## src/rtl/core/tps_pkg.sv

```systemverilog
// Shared types and constants for the topological sort engine.
// Holds command and status structs, controller state type and field codes.
// No dependencies.
package tps_pkg;

   localparam int MAX_VERTICES_DEF = 32;
   localparam int MAX_EDGES_DEF    = 64;

   localparam int FUNC_W   = 2;
   localparam int VTX_W    = 5;
   localparam int CNT_W    = 6;
   localparam int KIND_W   = 2;
   localparam int STATUS_W = 2;

   localparam logic [CNT_W-1:0] VCOUNT_RESET = 6'd32;

   localparam logic [FUNC_W-1:0] FUNC_ADD   = 2'd0;
   localparam logic [FUNC_W-1:0] FUNC_RUN   = 2'd1;
   localparam logic [FUNC_W-1:0] FUNC_CLEAR = 2'd2;

   localparam logic [KIND_W-1:0] KIND_ACK     = 2'd0;
   localparam logic [KIND_W-1:0] KIND_VERTEX  = 2'd1;
   localparam logic [KIND_W-1:0] KIND_SUMMARY = 2'd2;

   localparam logic [STATUS_W-1:0] STATUS_OK    = 2'd0;
   localparam logic [STATUS_W-1:0] STATUS_FULL  = 2'd1;
   localparam logic [STATUS_W-1:0] STATUS_RANGE = 2'd2;

   typedef enum logic [3:0] {
      ST_IDLE,
      ST_ADD_REV,
      ST_DEG_CLR,
      ST_CNT_RD,
      ST_CNT_DEG,
      ST_CNT_WR,
      ST_SCAN_RD,
      ST_SCAN_CHK,
      ST_POP,
      ST_EMIT,
      ST_WALK_RD,
      ST_WALK_SRC,
      ST_WALK_DEG,
      ST_SUMMARY
   } tps_state_type;

   typedef struct packed {
      logic take_item;
      logic add_rev;
      logic run_start;
      logic idx_clr;
      logic vtx_next;
      logic edge_next;
      logic deg_zero_wr;
      logic edge_rd;
      logic deg_rd_tgt;
      logic deg_inc_wr;
      logic deg_rd_vtx;
      logic scan_chk;
      logic stack_pop;
      logic emit_vtx;
      logic walk_dec;
      logic emit_sum;
   } tps_cmd_type;

   typedef struct packed {
      logic slot_free;
      logic deg_clr_last;
      logic edges_done;
      logic scan_done;
      logic stack_empty;
      logic src_match;
      logic rev_needed;
   } tps_sts_type;

endpackage

```

## src/rtl/core/tps_ctrl.sv

```systemverilog
// Controller state machine for the topological sort engine.
// Sequences edge loading and the sort run; depends on tps_pkg.
module tps_ctrl (
   input  logic                           clock,
   input  logic                           reset,
   input  logic                           req_valid,
   input  logic [tps_pkg::FUNC_W-1:0]     req_func,
   output logic                           req_stall,
   input  tps_pkg::tps_sts_type           sts,
   output tps_pkg::tps_cmd_type           cmd
);
   import tps_pkg::*;

   tps_state_type state_ff;
   tps_state_type state_in;

   always_ff @(posedge clock) begin
      if (reset) begin
         state_ff <= ST_IDLE;
      end else begin
         state_ff <= state_in;
      end
   end

   always_comb begin
      state_in  = state_ff;
      cmd       = '0;
      req_stall = !((state_ff == ST_IDLE) && sts.slot_free);
      case (state_ff)
         ST_IDLE: begin
            if (req_valid && sts.slot_free) begin
               if (req_func == FUNC_RUN) begin
                  cmd.run_start = 1'b1;
                  state_in      = ST_DEG_CLR;
               end else begin
                  cmd.take_item = 1'b1;
                  if (sts.rev_needed) begin
                     state_in = ST_ADD_REV;
                  end
               end
            end
         end
         ST_ADD_REV: begin
            cmd.add_rev = 1'b1;
            state_in    = ST_IDLE;
         end
         ST_DEG_CLR: begin
            cmd.deg_zero_wr = 1'b1;
            cmd.vtx_next    = 1'b1;
            if (sts.deg_clr_last) begin
               cmd.idx_clr = 1'b1;
               state_in    = ST_CNT_RD;
            end
         end
         ST_CNT_RD: begin
            if (sts.edges_done) begin
               state_in = ST_SCAN_RD;
            end else begin
               cmd.edge_rd = 1'b1;
               state_in    = ST_CNT_DEG;
            end
         end
         ST_CNT_DEG: begin
            cmd.deg_rd_tgt = 1'b1;
            state_in       = ST_CNT_WR;
         end
         ST_CNT_WR: begin
            cmd.deg_inc_wr = 1'b1;
            cmd.edge_next  = 1'b1;
            state_in       = ST_CNT_RD;
         end
         ST_SCAN_RD: begin
            if (sts.scan_done) begin
               state_in = ST_POP;
            end else begin
               cmd.deg_rd_vtx = 1'b1;
               state_in       = ST_SCAN_CHK;
            end
         end
         ST_SCAN_CHK: begin
            cmd.scan_chk = 1'b1;
            cmd.vtx_next = 1'b1;
            state_in     = ST_SCAN_RD;
         end
         ST_POP: begin
            if (sts.stack_empty) begin
               state_in = ST_SUMMARY;
            end else begin
               cmd.stack_pop = 1'b1;
               state_in      = ST_EMIT;
            end
         end
         ST_EMIT: begin
            // hold the popped vertex until the result slot frees
            if (sts.slot_free) begin
               cmd.emit_vtx = 1'b1;
               state_in     = ST_WALK_RD;
            end
         end
         ST_WALK_RD: begin
            if (sts.edges_done) begin
               state_in = ST_POP;
            end else begin
               cmd.edge_rd = 1'b1;
               state_in    = ST_WALK_SRC;
            end
         end
         ST_WALK_SRC: begin
            if (sts.src_match) begin
               cmd.deg_rd_tgt = 1'b1;
               state_in       = ST_WALK_DEG;
            end else begin
               cmd.edge_next = 1'b1;
               state_in      = ST_WALK_RD;
            end
         end
         ST_WALK_DEG: begin
            cmd.walk_dec  = 1'b1;
            cmd.edge_next = 1'b1;
            state_in      = ST_WALK_RD;
         end
         ST_SUMMARY: begin
            if (sts.slot_free) begin
               cmd.emit_sum = 1'b1;
               state_in     = ST_IDLE;
            end
         end
         default: begin
            state_in = ST_IDLE;
         end
      endcase
   end

endmodule

```

## src/rtl/core/tps_dp.sv

```systemverilog
// Datapath for the topological sort engine: edge store, in-degree and
// ready-stack memories, counters and the result register. Depends on tps_pkg.
module tps_dp #(
   parameter int MAX_VERTICES = tps_pkg::MAX_VERTICES_DEF,
   parameter int MAX_EDGES    = tps_pkg::MAX_EDGES_DEF
) (
   input  logic                             clock,
   input  logic                             reset,
   input  logic [tps_pkg::FUNC_W-1:0]       req_func,
   input  logic [tps_pkg::VTX_W-1:0]        req_from_vertex,
   input  logic [tps_pkg::VTX_W-1:0]        req_to_vertex,
   input  logic                             req_both_ways,
   input  logic                             csr_we,
   input  logic [tps_pkg::CNT_W-1:0]        csr_wdata,
   input  tps_pkg::tps_cmd_type             cmd,
   output tps_pkg::tps_sts_type             sts,
   input  logic                             rsp_stall,
   output logic                             rsp_valid,
   output logic [tps_pkg::KIND_W-1:0]       rsp_kind,
   output logic [tps_pkg::VTX_W-1:0]        rsp_vertex,
   output logic [tps_pkg::CNT_W-1:0]        rsp_emitted_count,
   output logic                             rsp_cycle_found,
   output logic [tps_pkg::STATUS_W-1:0]     rsp_status,
   output logic                             rsp_last
);
   import tps_pkg::*;

   localparam int VW  = $clog2(MAX_VERTICES);
   localparam int ECW = $clog2(MAX_EDGES + 1);
   localparam int EAW = (MAX_EDGES > 1) ? $clog2(MAX_EDGES) : 1;
   localparam int DGW = $clog2(MAX_EDGES + 1);

   // memories
   logic [VTX_W-1:0] edge_src_mem [MAX_EDGES];
   logic [VTX_W-1:0] edge_tgt_mem [MAX_EDGES];
   logic [DGW-1:0]   deg_mem      [MAX_VERTICES];
   logic [VW-1:0]    stk_mem      [MAX_VERTICES];

   // control registers
   logic [CNT_W-1:0] vcount_ff, vcount_in;
   logic [ECW-1:0]   stored_ff, stored_in;
   logic [ECW-1:0]   edge_idx_ff, edge_idx_in;
   logic [CNT_W-1:0] vtx_ff, vtx_in;
   logic [CNT_W-1:0] depth_ff, depth_in;
   logic [CNT_W-1:0] emitted_ff, emitted_in;
   logic             rsp_valid_ff, rsp_valid_in;

   // payload registers
   logic [VTX_W-1:0]    rev_src_ff, rev_tgt_ff;
   logic [VW-1:0]       cur_ff;
   logic [VTX_W-1:0]    src_rd_ff, tgt_rd_ff;
   logic [DGW-1:0]      deg_rd_ff;
   logic [VW-1:0]       stk_rd_ff;
   logic [KIND_W-1:0]   kind_ff, kind_in;
   logic [VTX_W-1:0]    vertex_ff, vertex_in;
   logic [CNT_W-1:0]    count_ff, count_in;
   logic                cycle_ff, cycle_in;
   logic [STATUS_W-1:0] status_ff, status_in;
   logic                last_ff, last_in;

   // combinational datapath
   logic [CNT_W-1:0]    vc_eff;
   logic                range_bad, full, add_ok;
   logic [ECW:0]        need, slots_after;
   logic [STATUS_W-1:0] ack_status;
   logic                rsp_load;
   logic                ewr_en;
   logic [VTX_W-1:0]    ewr_src, ewr_tgt;
   logic [VW+VTX_W-1:0] tgt_x, src_x, cur_x;
   logic [VW+VTX_W-1:0] stk_x;
   logic [VW-1:0]       tgt_v;
   logic                deg_rd_en, deg_wr_en;
   logic [VW-1:0]       deg_rd_addr, deg_wr_addr;
   logic [DGW-1:0]      deg_wr_data;
   logic                push_en;
   logic [VW-1:0]       push_data;
   logic [CNT_W-1:0]    depth_dec;

   assign vc_eff = (vcount_ff > CNT_W'(MAX_VERTICES)) ? CNT_W'(MAX_VERTICES) : vcount_ff;

   assign range_bad   = ({1'b0, req_from_vertex} >= vc_eff) ||
                        ({1'b0, req_to_vertex} >= vc_eff);
   assign need        = req_both_ways ? (ECW+1)'(2) : (ECW+1)'(1);
   assign slots_after = {1'b0, stored_ff} + need;
   assign full        = slots_after > (ECW+1)'(MAX_EDGES);
   assign add_ok      = (req_func == FUNC_ADD) && !range_bad && !full;

   always_comb begin
      ack_status = STATUS_OK;
      if (req_func == FUNC_ADD) begin
         if (range_bad) begin
            ack_status = STATUS_RANGE;
         end else if (full) begin
            ack_status = STATUS_FULL;
         end
      end
   end

   // vertex values widened to a common width before narrowing
   assign tgt_x     = {{VW{1'b0}}, tgt_rd_ff};
   assign src_x     = {{VW{1'b0}}, src_rd_ff};
   assign cur_x     = {{VTX_W{1'b0}}, cur_ff};
   assign stk_x     = {{VTX_W{1'b0}}, stk_rd_ff};
   assign tgt_v     = tgt_x[VW-1:0];
   assign depth_dec = depth_ff - CNT_W'(1);

   assign sts.slot_free    = !rsp_valid_ff || !rsp_stall;
   assign sts.deg_clr_last = vtx_ff == CNT_W'(MAX_VERTICES - 1);
   assign sts.edges_done   = edge_idx_ff == stored_ff;
   assign sts.scan_done    = vtx_ff == vc_eff;
   assign sts.stack_empty  = depth_ff == '0;
   assign sts.src_match    = src_x == cur_x;
   assign sts.rev_needed   = add_ok && req_both_ways;

   // edge store write
   always_comb begin
      ewr_en  = 1'b0;
      ewr_src = req_from_vertex;
      ewr_tgt = req_to_vertex;
      if (cmd.take_item && add_ok) begin
         ewr_en = 1'b1;
      end else if (cmd.add_rev) begin
         ewr_en  = 1'b1;
         ewr_src = rev_src_ff;
         ewr_tgt = rev_tgt_ff;
      end
   end

   always_ff @(posedge clock) begin
      if (ewr_en) begin
         edge_src_mem[stored_ff[EAW-1:0]] <= ewr_src;
         edge_tgt_mem[stored_ff[EAW-1:0]] <= ewr_tgt;
      end
      if (cmd.edge_rd) begin
         src_rd_ff <= edge_src_mem[edge_idx_ff[EAW-1:0]];
         tgt_rd_ff <= edge_tgt_mem[edge_idx_ff[EAW-1:0]];
      end
      if (cmd.take_item) begin
         rev_src_ff <= req_to_vertex;
         rev_tgt_ff <= req_from_vertex;
      end
   end

   // in-degree memory ports
   always_comb begin
      deg_rd_en   = cmd.deg_rd_vtx || cmd.deg_rd_tgt;
      deg_rd_addr = cmd.deg_rd_vtx ? vtx_ff[VW-1:0] : tgt_v;
      deg_wr_en   = 1'b0;
      deg_wr_addr = tgt_v;
      deg_wr_data = deg_rd_ff + DGW'(1);
      if (cmd.deg_zero_wr) begin
         deg_wr_en   = 1'b1;
         deg_wr_addr = vtx_ff[VW-1:0];
         deg_wr_data = '0;
      end else if (cmd.deg_inc_wr) begin
         deg_wr_en = 1'b1;
      end else if (cmd.walk_dec && (deg_rd_ff != '0)) begin
         deg_wr_en   = 1'b1;
         deg_wr_data = deg_rd_ff - DGW'(1);
      end
   end

   always_ff @(posedge clock) begin
      if (deg_wr_en) begin
         deg_mem[deg_wr_addr] <= deg_wr_data;
      end
      if (deg_rd_en) begin
         deg_rd_ff <= deg_mem[deg_rd_addr];
      end
   end

   // ready stack
   always_comb begin
      push_en   = 1'b0;
      push_data = vtx_ff[VW-1:0];
      if (cmd.scan_chk && (deg_rd_ff == '0)) begin
         push_en = 1'b1;
      end else if (cmd.walk_dec && (deg_rd_ff == DGW'(1))) begin
         push_en   = 1'b1;
         push_data = tgt_v;
      end
   end

   always_ff @(posedge clock) begin
      if (push_en) begin
         stk_mem[depth_ff[VW-1:0]] <= push_data;
      end
      if (cmd.stack_pop) begin
         stk_rd_ff <= stk_mem[depth_dec[VW-1:0]];
      end
      if (cmd.emit_vtx) begin
         cur_ff <= stk_rd_ff;
      end
   end

   // counters
   always_comb begin
      vcount_in   = vcount_ff;
      stored_in   = stored_ff;
      edge_idx_in = edge_idx_ff;
      vtx_in      = vtx_ff;
      depth_in    = depth_ff;
      emitted_in  = emitted_ff;

      if (csr_we) begin
         vcount_in = csr_wdata;
      end
      if (ewr_en) begin
         stored_in = stored_ff + ECW'(1);
      end else if (cmd.take_item && (req_func == FUNC_CLEAR)) begin
         stored_in = '0;
      end
      if (cmd.vtx_next) begin
         vtx_in = vtx_ff + CNT_W'(1);
      end
      if (cmd.edge_next) begin
         edge_idx_in = edge_idx_ff + ECW'(1);
      end
      if (cmd.emit_vtx) begin
         edge_idx_in = '0;
         emitted_in  = emitted_ff + CNT_W'(1);
      end
      if (push_en) begin
         depth_in = depth_ff + CNT_W'(1);
      end else if (cmd.stack_pop) begin
         depth_in = depth_dec;
      end
      if (cmd.idx_clr) begin
         vtx_in      = '0;
         edge_idx_in = '0;
      end
      if (cmd.run_start) begin
         vtx_in     = '0;
         depth_in   = '0;
         emitted_in = '0;
      end
   end

   always_ff @(posedge clock) begin
      if (reset) begin
         vcount_ff   <= VCOUNT_RESET;
         stored_ff   <= '0;
         edge_idx_ff <= '0;
         vtx_ff      <= '0;
         depth_ff    <= '0;
         emitted_ff  <= '0;
      end else begin
         vcount_ff   <= vcount_in;
         stored_ff   <= stored_in;
         edge_idx_ff <= edge_idx_in;
         vtx_ff      <= vtx_in;
         depth_ff    <= depth_in;
         emitted_ff  <= emitted_in;
      end
   end

   // result register
   assign rsp_load = cmd.take_item || cmd.emit_vtx || cmd.emit_sum;

   always_comb begin
      kind_in   = KIND_ACK;
      vertex_in = '0;
      count_in  = '0;
      cycle_in  = 1'b0;
      status_in = STATUS_OK;
      last_in   = 1'b1;
      if (cmd.emit_vtx) begin
         kind_in   = KIND_VERTEX;
         vertex_in = stk_x[VTX_W-1:0];
         last_in   = 1'b0;
      end else if (cmd.emit_sum) begin
         kind_in  = KIND_SUMMARY;
         count_in = emitted_ff;
         cycle_in = emitted_ff < vc_eff;
      end else begin
         status_in = ack_status;
      end
      rsp_valid_in = rsp_load || (rsp_valid_ff && rsp_stall);
   end

   always_ff @(posedge clock) begin
      if (reset) begin
         rsp_valid_ff <= 1'b0;
      end else begin
         rsp_valid_ff <= rsp_valid_in;
      end
   end

   always_ff @(posedge clock) begin
      if (rsp_load) begin
         kind_ff   <= kind_in;
         vertex_ff <= vertex_in;
         count_ff  <= count_in;
         cycle_ff  <= cycle_in;
         status_ff <= status_in;
         last_ff   <= last_in;
      end
   end

   assign rsp_valid         = rsp_valid_ff;
   assign rsp_kind          = kind_ff;
   assign rsp_vertex        = vertex_ff;
   assign rsp_emitted_count = count_ff;
   assign rsp_cycle_found   = cycle_ff;
   assign rsp_status        = status_ff;
   assign rsp_last          = last_ff;

endmodule

```

## src/rtl/core/kahn_topological_sort.sv

```systemverilog
// Kahn topological sort engine, top level. Edge add/clear: acknowledge in the cycle
// after acceptance; an undirected add writes its reverse edge in a further ST_ADD_REV
// state (one edge store write port). A run clears the in-degree memory, counts in-degrees
// over the edge store, scans for ready vertices, then pops and emits each vertex while
// walking the edge store for its out-edges, and last loads its summary.
// Synchronous reset empties the edge store and sets vertex_count to 32; memories are not cleared.
module kahn_topological_sort #(
   parameter int MAX_VERTICES = tps_pkg::MAX_VERTICES_DEF,
   parameter int MAX_EDGES    = tps_pkg::MAX_EDGES_DEF
) (
   input  logic                             clock,
   input  logic                             reset,
   input  logic                             req_valid,
   output logic                             req_stall,
   input  logic [tps_pkg::FUNC_W-1:0]       req_func,
   input  logic [tps_pkg::VTX_W-1:0]        req_from_vertex,
   input  logic [tps_pkg::VTX_W-1:0]        req_to_vertex,
   input  logic                             req_both_ways,
   output logic                             rsp_valid,
   input  logic                             rsp_stall,
   output logic [tps_pkg::KIND_W-1:0]       rsp_kind,
   output logic [tps_pkg::VTX_W-1:0]        rsp_vertex,
   output logic [tps_pkg::CNT_W-1:0]        rsp_emitted_count,
   output logic                             rsp_cycle_found,
   output logic [tps_pkg::STATUS_W-1:0]     rsp_status,
   output logic                             rsp_last,
   input  logic                             csr_we,
   input  logic [tps_pkg::CNT_W-1:0]        csr_wdata
);
   import tps_pkg::*;

   tps_cmd_type cmd;
   tps_sts_type sts;

   tps_ctrl u_ctrl (
      .clock     (clock),
      .reset     (reset),
      .req_valid (req_valid),
      .req_func  (req_func),
      .req_stall (req_stall),
      .sts       (sts),
      .cmd       (cmd)
   );

   tps_dp #(
      .MAX_VERTICES (MAX_VERTICES),
      .MAX_EDGES    (MAX_EDGES)
   ) u_dp (
      .clock             (clock),
      .reset             (reset),
      .req_func          (req_func),
      .req_from_vertex   (req_from_vertex),
      .req_to_vertex     (req_to_vertex),
      .req_both_ways     (req_both_ways),
      .csr_we            (csr_we),
      .csr_wdata         (csr_wdata),
      .cmd               (cmd),
      .sts               (sts),
      .rsp_stall         (rsp_stall),
      .rsp_valid         (rsp_valid),
      .rsp_kind          (rsp_kind),
      .rsp_vertex        (rsp_vertex),
      .rsp_emitted_count (rsp_emitted_count),
      .rsp_cycle_found   (rsp_cycle_found),
      .rsp_status        (rsp_status),
      .rsp_last          (rsp_last)
   );

   // never pop an empty ready stack
   a_pop_nonempty: assert property (@(posedge clock) disable iff (reset)
      cmd.stack_pop |-> !sts.stack_empty)
      else $error("pop issued on empty ready stack");

   // a result is loaded only into a free slot
   a_load_free: assert property (@(posedge clock) disable iff (reset)
      (cmd.take_item || cmd.emit_vtx || cmd.emit_sum) |-> sts.slot_free)
      else $error("result loaded over a pending transaction");

   // an accepted non-run transaction is acknowledged in the next cycle
   a_ack_next: assert property (@(posedge clock) disable iff (reset)
      (req_valid && !req_stall && (req_func != FUNC_RUN)) |=>
         (rsp_valid && (rsp_kind == KIND_ACK) && rsp_last))
      else $error("missing acknowledge after accepted transaction");

   // vertex results never close an item, summaries always do
   a_last_kind: assert property (@(posedge clock) disable iff (reset)
      rsp_valid |-> ((rsp_kind == KIND_VERTEX) != rsp_last))
      else $error("last flag inconsistent with result kind");

endmodule

```

## config.mk

```make
export PLATFORM = sky130hd
export DESIGN_NAME = kahn_topological_sort
export DESIGN_NICKNAME = d
export VERILOG_FILES = /design/src/rtl/core/tps_pkg.sv /design/src/rtl/core/tps_ctrl.sv /design/src/rtl/core/tps_dp.sv /design/src/rtl/core/kahn_topological_sort.sv
export SDC_FILE = /design/constraint.sdc
export NUM_CORES = 1
export LEC_CHECK = 0
export BUFFER_PORTS_ARGS = -buffer_cell sky130_fd_sc_hd__buf_2
export CORE_ASPECT_RATIO = 0.8
export CORE_UTILIZATION = 63
export DETAILED_ROUTE_END_ITERATION = 12
export PLACE_DENSITY = 0.8
export SYNTH_ARGS = -nofsm -noshare
export SYNTH_HDL_FRONTEND = slang
export SYNTH_SLANG_ARGS = --single-unit
```

## constraint.sdc

```tcl
create_clock -name clock -period 5.5 [get_ports clock]
set_input_delay 0.275 -clock clock [delete_from_list [all_inputs] [get_ports clock]]
set_output_delay 0.275 -clock clock [all_outputs]
set_load 0.03 [all_outputs]
```

==> summary.md, run 1 <==
| Metric | Value |
|---|---|
| Synthesized instance count | ~2400 |
| Hold Vio Cnt, Final | 0 |
| CTS clk-pin slew, worst paths | ~70 ps |
| Core area | roughly 71000 um^2 |
| Async S/R FF share, synth | 0% |
| Maximum clock rate | between 200 and 250 MHz |
| PnR worst setup slack | ~830 ps |
| Kind of start point of the critical path | flip-flop |
| Setup Viol. Count Final | 0 |
| Crit end category | flip-flop |
| Number of max-cap violations | 0 |
| TritonCTS clock tree | built |
| Met2 usage in global routing | about 46% |
| H-tree depth | 3 |
| Pin count of the biggest net entering global routing | 95 |
| P per Cell Area | roughly 390 nW/um^2 |
| Vias | around 25000 |
| Drt drc | 0 |
| WL/cell | between 30 and 40 um |
| Initial antenna violation count | 6 |
| Slew @ Worst Pin | about 1400 ps |
| Compound-Gate Fraction of Synth Area | roughly 2.6% |
| Gpl congestion | between 0.9 and 1 |
| RSZ-0062 raised after global routing | no |
| Post-synthesis mux area share | around 15% |
| Critical path type | flip-flop to flip-flop |
| # Post-CTS Setup Buffers | 0 |
| GR Util All Layers | around 31% |
| Most common flop cell mapped by yosys | edfxtp_1 |
| Post-synthesis sequential area ratio | between 70 and 80% |
| Clk root buf | clkbuf_16 |
| Full die area | around 73000 um^2 |
| Ranking of synthesized cells by area | edfxtp_1 71%, mux4_2 13%, dfxtp_1 1.9% |
| Status | complete, no violations |
| Met1 usage | between 40% and 50% |
| Max Buffers Root-to-Sink | 3 |
| Share of cells above drive strength 1 | 22.9% |
| Library cells used by synthesis | 80 |
| Post-Synth Adder-Cell Area | 0.815% |
| Yosys reg bits | between 1000 and 1500 |
| Non-filler cells, final | approximately 3500 |
| Most frequent cell after synthesis | edfxtp_1 |
| Worst hold-check path type | primary input to flip-flop |
| Syn Area/Cell | about 19 um^2 |
| Die X | ~300 um |
| Slew Viols, Final | 0 |
| Share of the synthesized area in the top cell type | a little under three quarters |
| Cts bufs inserted | between 100 and 150 |
| PostCTS Resize Cnt | 0 |
| XOR/XNOR Fraction of Synth Area | less than 1% |
| Setup TNS | 0 ps |
| Global-route wire length before repair | approximately 160000 um |
| Inst Count DP | approximately 3300 |
| Routed WL | between 100000 and 150000 um |
| Critical path fanouts, max | 10 |
| Yosys top cell by area | edfxtp_1 |
| Max VDD drop | a little over 0.4 mV |
| CP arrival | just under 5000 ps |
| Fin crit share | around 85% |
| Dpl cell area | approximately 47000 um^2 |
| Min cycle time layout | about 4700 ps |
| Iter 0 DRT Violations | roughly 3700 |
| N_diodes | 0 |
| Clk_skew | approximately 53 ps |
| Post-DP HPWL | approximately 65000 um |
| Commonest cells post-synth | 1078 x edfxtp_1, 260 x mux4_2, 182 x nand2_1, 153 x nor2_1, 70 x nand3_1 |
| Synthesized area | 45400 um^2 |
| Vias in the first global route | between 20000 and 25000 |
| Vias/cell | ~7.0 |
| CTS sink count | 1121 |
| Fin area | between 50000 and 60000 um^2 |
| Place WS | 1020 ps |
| Initial Utilization | between 60% and 70% |
| M3 GR Usage | around 8.3% |
| DRT Pass-1 Iters | 7 |
| Row cnt | 87 |
| Worst skew pair latency | roughly 700 ps |
| Most Crowded Layer GR | met2 |
| Die height | roughly 240 um |
| Post-synth EDFFs | 1078 |
| Static Leakage | 15.7 nW |
| Area growth syn-to-layout | 10.8% |
| Yosys warnings | 0 |
| Routed Antenna Nets | 0 |
| Syn Nets | around 2500 |
| IO Pins | 43 |
| Max_slew headroom | under 10% |
| Final #Nets | about 2600 |
| CP required | between 5000 and 6000 ps |
| Post-synthesis simple-gate area fraction | about 6.3% |
| GRT overflow | 0 |
| I/O Buffers | 42 |
| Main combinational cell family by area after synthesis | multiplexers |
| Hold buffers post-CTS | 18 |
[per-stage QoR]
stage / total power, mW / hold slack (ps) / util, %
3_3_place_gp: 12.4 / 474 / 66.1
5_1_grt: 20.0 / 52.3 / 71.0
6_report: 19.5 / 51.0 / 71.0
4_1_cts: 19.5 / 7.13 / 71.0
3_5_place_dp: 12.5 / 476 / 66.1
2_1_floorplan: 11.6 / 374 / -
[cell families after synthesis]
logic type,Yosys count
DFF,1121
adders and majority gates,29
xor gates and xnor gates,42
AOI/OAI and AO/OA,160
buffers and inverters,166
and+or+nand+nor,590
muxes,332
[cell type report]
| type | count | area, um^2 |
|---|---|---|
| inverters | 33 | 124 |
| clock inverters | 49 | 475 |
| clock buffers | 140 | 2830 |
| fillers | 3911 | 20500 |
| repair buffers | 119 | 883 |
| flip-flops and latches | 1121 | 33200 |
| well taps | 934 | 1170 |
| multi-input cells | 1153 | 11600 |
[placed cells by master, fill, tap and decap left out, types with 28 or more instances in the layout]
cell type,Yosys,layout
clkbuf_1,69,28
nand3_1,70,70
nor2_1,153,147
mux4_2,260,260
and3_1,33,33
mux2i_1,44,43
nand2_1,182,182
clkbuf_16,0,105
buf_4,6,55
inv_1,33,33
edfxtp_1,1078,1078
buf_2,28,42
dfxtp_1,43,38
ha_1,28,28
[critical path, stage by stage (launching register included)]
cell and delay, ps:
dfxtp_1 470, nand2b_4 200, inv_1 60, ha_1 260, nand2b_1 140, a21o_1 200, a21o_1 180, a21oi_1 210
o221ai_1 210, a211oi_4 390, nor2_2 170, nor4b_4 820, nor2b_2 970
[worst paths after layout]
| path | slack (ps) | end | from | cells past startpoint |
|---|---|---|---|---|
| hold reg to reg | 540 | u_dp.depth_ff[5]$_SDFFE_PP0P_ | u_dp.depth_ff[5]$_SDFFE_PP0P_ | 2 |
| setup / recovery | 830 | u_dp.edge_tgt_mem[41][0]$_DFFE_PP_ | u_dp.vcount_ff[5]$_SDFFE_PP1P_ | 12 |
| setup reg to reg | 830 | u_dp.edge_tgt_mem[41][0]$_DFFE_PP_ | u_dp.vcount_ff[5]$_SDFFE_PP1P_ | 12 |
| hold / removal | 50 | u_dp.vcount_ff[0]$_SDFFE_PP0P_ | csr_we | 3 |
[registers in the layout (all words and copies together) (netlist names), 4 cells and up]
name                    count
u_dp.edge_src_mem         320
u_dp.edge_tgt_mem         320
u_dp.deg_mem              224
u_dp.stk_mem              160
u_dp.deg_rd_ff              7
u_dp.edge_idx_ff            7
u_dp.stored_ff              7
u_dp.depth_ff               6
u_dp.emitted_ff             6
u_dp.rsp_emitted_count      6
u_dp.vcount_ff              6
u_dp.vtx_ff                 6
u_dp.cur_ff                 5
u_dp.rev_src_ff             5
u_dp.rev_tgt_ff             5
u_dp.rsp_vertex             5
u_dp.src_rd_ff              5
u_dp.stk_rd_ff              5
u_dp.tgt_rd_ff              5
u_ctrl.state_ff             4
[report_power, final]
| group | switching [mW] | internal (mW) |
|---|---|---|
| Clock | 3.07 | 4.02 |
| Combinational | 1.63 | 0.604 |
| Sequential | 0.138 | 10.1 |
| Total | 4.85 | 14.7 |
[per-layer routing]
layer	routed length [um]	part of all wire (%)	vias up
li1	-	-	9995
met1	41700	38	12700
met2	51100	47	1822
met3	14000	13	239
met4	2810	2.6	6
met5	44	0.040	-
No activity file was read; power rests on OpenSTA's default activity.
==> inputs of run 2 (changes only) <==
ABC_AREA = 1   (was not set)
CORE_UTILIZATION = 57   (was 63)
PLACE_DENSITY = 0.77   (was 0.8)
clock period = 4.2 ns   (was 5.5 ns; I/O delays follow)
==> summary.md, run 2 <==
| Metric | Value |
|---|---|
| Post-synthesis sequential area ratio | 71.1% (was 73.1%) |
| Gpl congestion | 0.968 (was 0.904) |
| Crit end category | flip-flop (unchanged) |
| Vias | 32000 (was 24700) |
| Max Buffers Root-to-Sink | 3 (unchanged) |
| Ranking of synthesized cells by area | edfxtp_1 69%, nor2_1 5.1%, o21ai_0 4.5% (was edfxtp_1 71%, mux4_2 13%, dfxtp_1 1.9%) |
| Max_slew headroom | 14.3% (was 7.25%) |
| TritonCTS clock tree | built (unchanged) |
| Hold worst-path end | u_ctrl.state_ff[2]$_SDFFE_PP0P_ (was u_dp.vcount_ff[0]$_SDFFE_PP0P_) |
| # Post-CTS Setup Buffers | 0 (unchanged) |
| Vias/cell | 6.12 (was 6.97) |
| Post-synthesis mux area share | 0.536% (was 14.6%) |
| Number of max-cap violations | 0 (unchanged) |
| Pin count of the biggest net entering global routing | 165 (was 95) |
| Maximum clock rate | 267 MHz (was 214 MHz) |
| Hold buffers post-CTS | 27 (was 18) |
| Yosys top cell by area | edfxtp_1 (unchanged) |
| Non-filler cells, final | 5233 (was 3549) |
| Worst hold path depth | 5 (was 3) |
| CTS sink count | 1121 (unchanged) |
| Async S/R FF share, synth | 0% (unchanged) |
| Min cycle time layout | 3750 ps (was 4670 ps) |
| CTS clk-pin slew, worst paths | 60 ps (was 70 ps) |
| Area growth syn-to-layout | 11.6% (was 10.8%) |
| GR Util All Layers | 28.8% (was 30.6%) |
| Top layer in use | met4 (was met5) |
| Hold path start | rsp_stall (was csr_we) |
| Routed WL | 120000 um (was 110000 um) |
| Static Leakage | 18.5 nW (was 15.7 nW) |
| DRT Pass-1 Iters | 7 (unchanged) |
| I/O Buffers | 42 (unchanged) |
| Status | complete, no violations (unchanged) |
| Inst Count DP | 5012 (was 3342) |
| Global-route wire length before repair | 180000 um (was 161000 um) |
| Syn Nets | 4022 (was 2493) |
| Library cells used by synthesis | 46 (was 80) |
| Share of the synthesized area in the top cell type | 69.3% (was 71.2%) |
| Fin crit share | 89.3% (was 84.9%) |
| Main combinational cell family by area after synthesis | simple AND/OR/NAND/NOR gates (was multiplexers) |
| Place WS | 569 ps (was 1020 ps) |
| GRT overflow | 0 (unchanged) |
| Worst hold-check path type | primary input to flip-flop (unchanged) |
| Reg2Reg Setup Slack | 450 ps (was 830 ps) |
| Share of cells above drive strength 1 | 8.79% (was 22.9%) |
| P per Cell Area | 424 nW/um^2 (was 388 nW/um^2) |
| Full die area | 83100 um^2 (was 73200 um^2) |
| Hold Vio Cnt, Final | 0 (unchanged) |
| IO Pins | 43 (unchanged) |
| H-tree depth | 3 (unchanged) |
| Tot Pwr | 22.1 mW (was 19.5 mW) |
| Post-Synth Adder-Cell Area | 0.793% (was 0.815%) |
| Yosys warnings | 0 (unchanged) |
| Cts bufs inserted | 104 (was 103) |
| Kind of start point of the critical path | flip-flop (unchanged) |
| PostCTS Resize Cnt | 0 (unchanged) |
| Met3 Wirelength | 15800 um (was 14000 um) |
| Routed Antenna Nets | 0 (unchanged) |
| Most frequent cells in the layout | 1078 x edfxtp_1, 631 x nor2_1, 443 x nand2_1 (was 1078 x edfxtp_1, 260 x mux4_2, 182 x nand2_1) |
| Die X | 322 um (was 302 um) |
| Vias in the first global route | 30100 (was 24300) |
| Most frequent cell after synthesis | edfxtp_1 (unchanged) |
| XOR/XNOR Fraction of Synth Area | 0.300% (was 0.810%) |
| Slew Viols, Final | 0 (unchanged) |
| Synthesized area | 46700 um^2 (was 45400 um^2) |
| Setup TNS | 0 ps (unchanged) |
| Commonest cells post-synth | 1078 x edfxtp_1, 633 x nor2_1, 444 x nand2_1, 417 x o21ai_0, 345 x inv_1 (was 1078 x edfxtp_1, 260 x mux4_2, 182 x nand2_1, 153 x nor2_1, 70 x nand3_1) |
| Compound-Gate Fraction of Synth Area | 9.48% (was 2.63%) |
| Row cnt | 93 (was 87) |
| CP arrival | 4110 ps (was 4960 ps) |
| M1 WL | 47900 um (was 41700 um) |
| R2R depth | 15 (was 12) |
| Clk_skew | 21.3 ps (was 52.6 ps) |
| Setup Viol. Count Final | 0 (unchanged) |
| Syn Area/Cell | 11.8 um^2 (was 18.6 um^2) |
| Critical path type | flip-flop to flip-flop (unchanged) |
| Die height | 258 um (was 242 um) |
| Synthesized instance count | 3969 (was 2440) |
| Hold Slack | 70.8 ps (was 51.0 ps) |
| Most common flop cell mapped by yosys | edfxtp_1 (unchanged) |
| Yosys reg bits | 1121 (unchanged) |
| RR Startpoint | u_dp.vcount_ff[2]$_SDFFE_PP0P_ (was u_dp.vcount_ff[5]$_SDFFE_PP1P_) |
| Core area | 80900 um^2 (was 70900 um^2) |
| Leading cell type in the layout, fill and taps excluded | edfxtp_1 (unchanged) |
| Worst skew pair latency | 670 ps (was 700 ps) |
| Slew @ Worst Pin | 1280 ps (was 1380 ps) |
| RSZ-0062 raised after global routing | no (unchanged) |
| Critical path fanouts, max | 17 (was 10) |
| Clk root buf | clkbuf_16 (unchanged) |
| Initial Utilization | 57.8% (was 64.1%) |
| Iter 0 DRT Violations | 4826 (was 3681) |
| Post-synth EDFFs | 1078 (unchanged) |
| PnR worst setup slack | 449 ps (was 830 ps) |
| Max VDD drop | 0.397 mV (was 0.414 mV) |
| Final #Nets | 4106 (was 2584) |
| WL/cell | 23.0 um (was 30.9 um) |
| Post-synthesis simple-gate area fraction | 12.9% (was 6.32%) |
| Drt drc | 0 (unchanged) |
| Met2 wire length | 52800 um (was 51100 um) |
| CP required | 4560 ps (was 5790 ps) |
| Post-DP HPWL | 72000 um (was 65200 um) |
| Initial antenna violation count | 1 (was 6) |
| R2r endpoint | u_dp.edge_src_mem[23][2]$_DFFE_PP_ (was u_dp.edge_tgt_mem[41][0]$_DFFE_PP_) |
run 2: cell count changes in the layout (fill, tap and decap cells not counted), sizes merged, moves of 26 or more:
| cell | before | now |
|---|---|---|
| mux4 | 260 | 0 |
| and3 | 33 | 1 |
| nand2 | 185 | 450 |
| buf | 101 | 171 |
| o22ai | 3 | 103 |
| o21ai | 21 | 423 |
| o221ai | 4 | 74 |
| nand3 | 71 | 303 |
| inv | 37 | 356 |
| nor2 | 154 | 633 |
| nor4 | 30 | 4 |
| mux2i | 48 | 16 |
| o211ai | 2 | 36 |
run 2: layout make-up:
| type | instances | area, um^2 |
|---|---|---|
| Timing Repair Buffer | 198 | 1600 |
| Antenna cell | 1 | 2.50 |
| Clock buffer | 142 | 2800 |
| Tap cell | 1092 | 1370 |
| Sequential cell | 1121 | 33200 |
| Clock inverter | 51 | 429 |
| Fill cell | 5816 | 28700 |
| Multi-Input combinational cell | 2274 | 11400 |
| Inverter | 354 | 1340 |
run 2: worst max-delay path by stage:
stage	cells past startpoint	slack (ps)	endpoint	startpoint
after floorplan	10	650	u_dp.edge_src_mem[10][0]$_DFFE_PP_	u_dp.stored_ff[1]$_SDFFE_PP0P_
after global placement	13	630	u_dp.edge_tgt_mem[23][3]$_DFFE_PP_	req_both_ways
after detailed placement	13	570	u_dp.edge_src_mem[23][3]$_DFFE_PP_	req_both_ways
after CTS	15	560	u_dp.edge_src_mem[23][2]$_DFFE_PP_	u_dp.vcount_ff[2]$_SDFFE_PP0P_
after global routing	11	210	u_dp.deg_mem[16][0]$_DFFE_PP_	u_dp.deg_rd_ff[0]$_DFFE_PP_
final	15	450	u_dp.edge_src_mem[23][2]$_DFFE_PP_	u_dp.vcount_ff[2]$_SDFFE_PP0P_
run 2: worst max-delay path, stage by stage (launching register included):
cell and delay (ps):
dfxtp_1 340, nor2_1 110, nand3_1 100, nand2_1 90, nand2_1 140, ha_1 310
a21boi_0 120, o21a_1 170, o21ai_0 140, a21boi_0 100, o21ai_0 250, nand3_1 190
nand2_2 310, nand2_1 570, nor2_1 260, buf_4 230
run 2: cell families (layout without fill, tap and decap cells):
logic type      Yosys count  count (layout)
simple gates           1460            1460
flops                  1121            1121
compound gates          745             745
buf+inv                 574             745
fa+ha+maj                29              29
mux                      24              24
xor+xnor                 16              16
other cells               0               1
run 2: stage by stage:
step	util (%)	cell area (um^2)
finish	64.5	52100
detailed placement	60.2	48600
global route	64.5	52100
global placement	60.2	48600
floorplan	-	46700
CTS	64.5	52100
run 2: metal layers:
| metal | vias up | GRT usage, % |
|---|---|---|
| met5 | - | 0 |
| met4 | 0 | 9.11 |
| met3 | 282 | 6.76 |
| met2 | 2120 | 42.1 |
| met1 | 15300 | 42.9 |
| li1 | 14300 | - |
run 2: power breakdown:
group	switching, mW	internal, mW	total, mW
Sequential	0.0200	12.4	12.4
Clock	4.05	4.99	9.04
Combinational	0.555	0.138	0.693
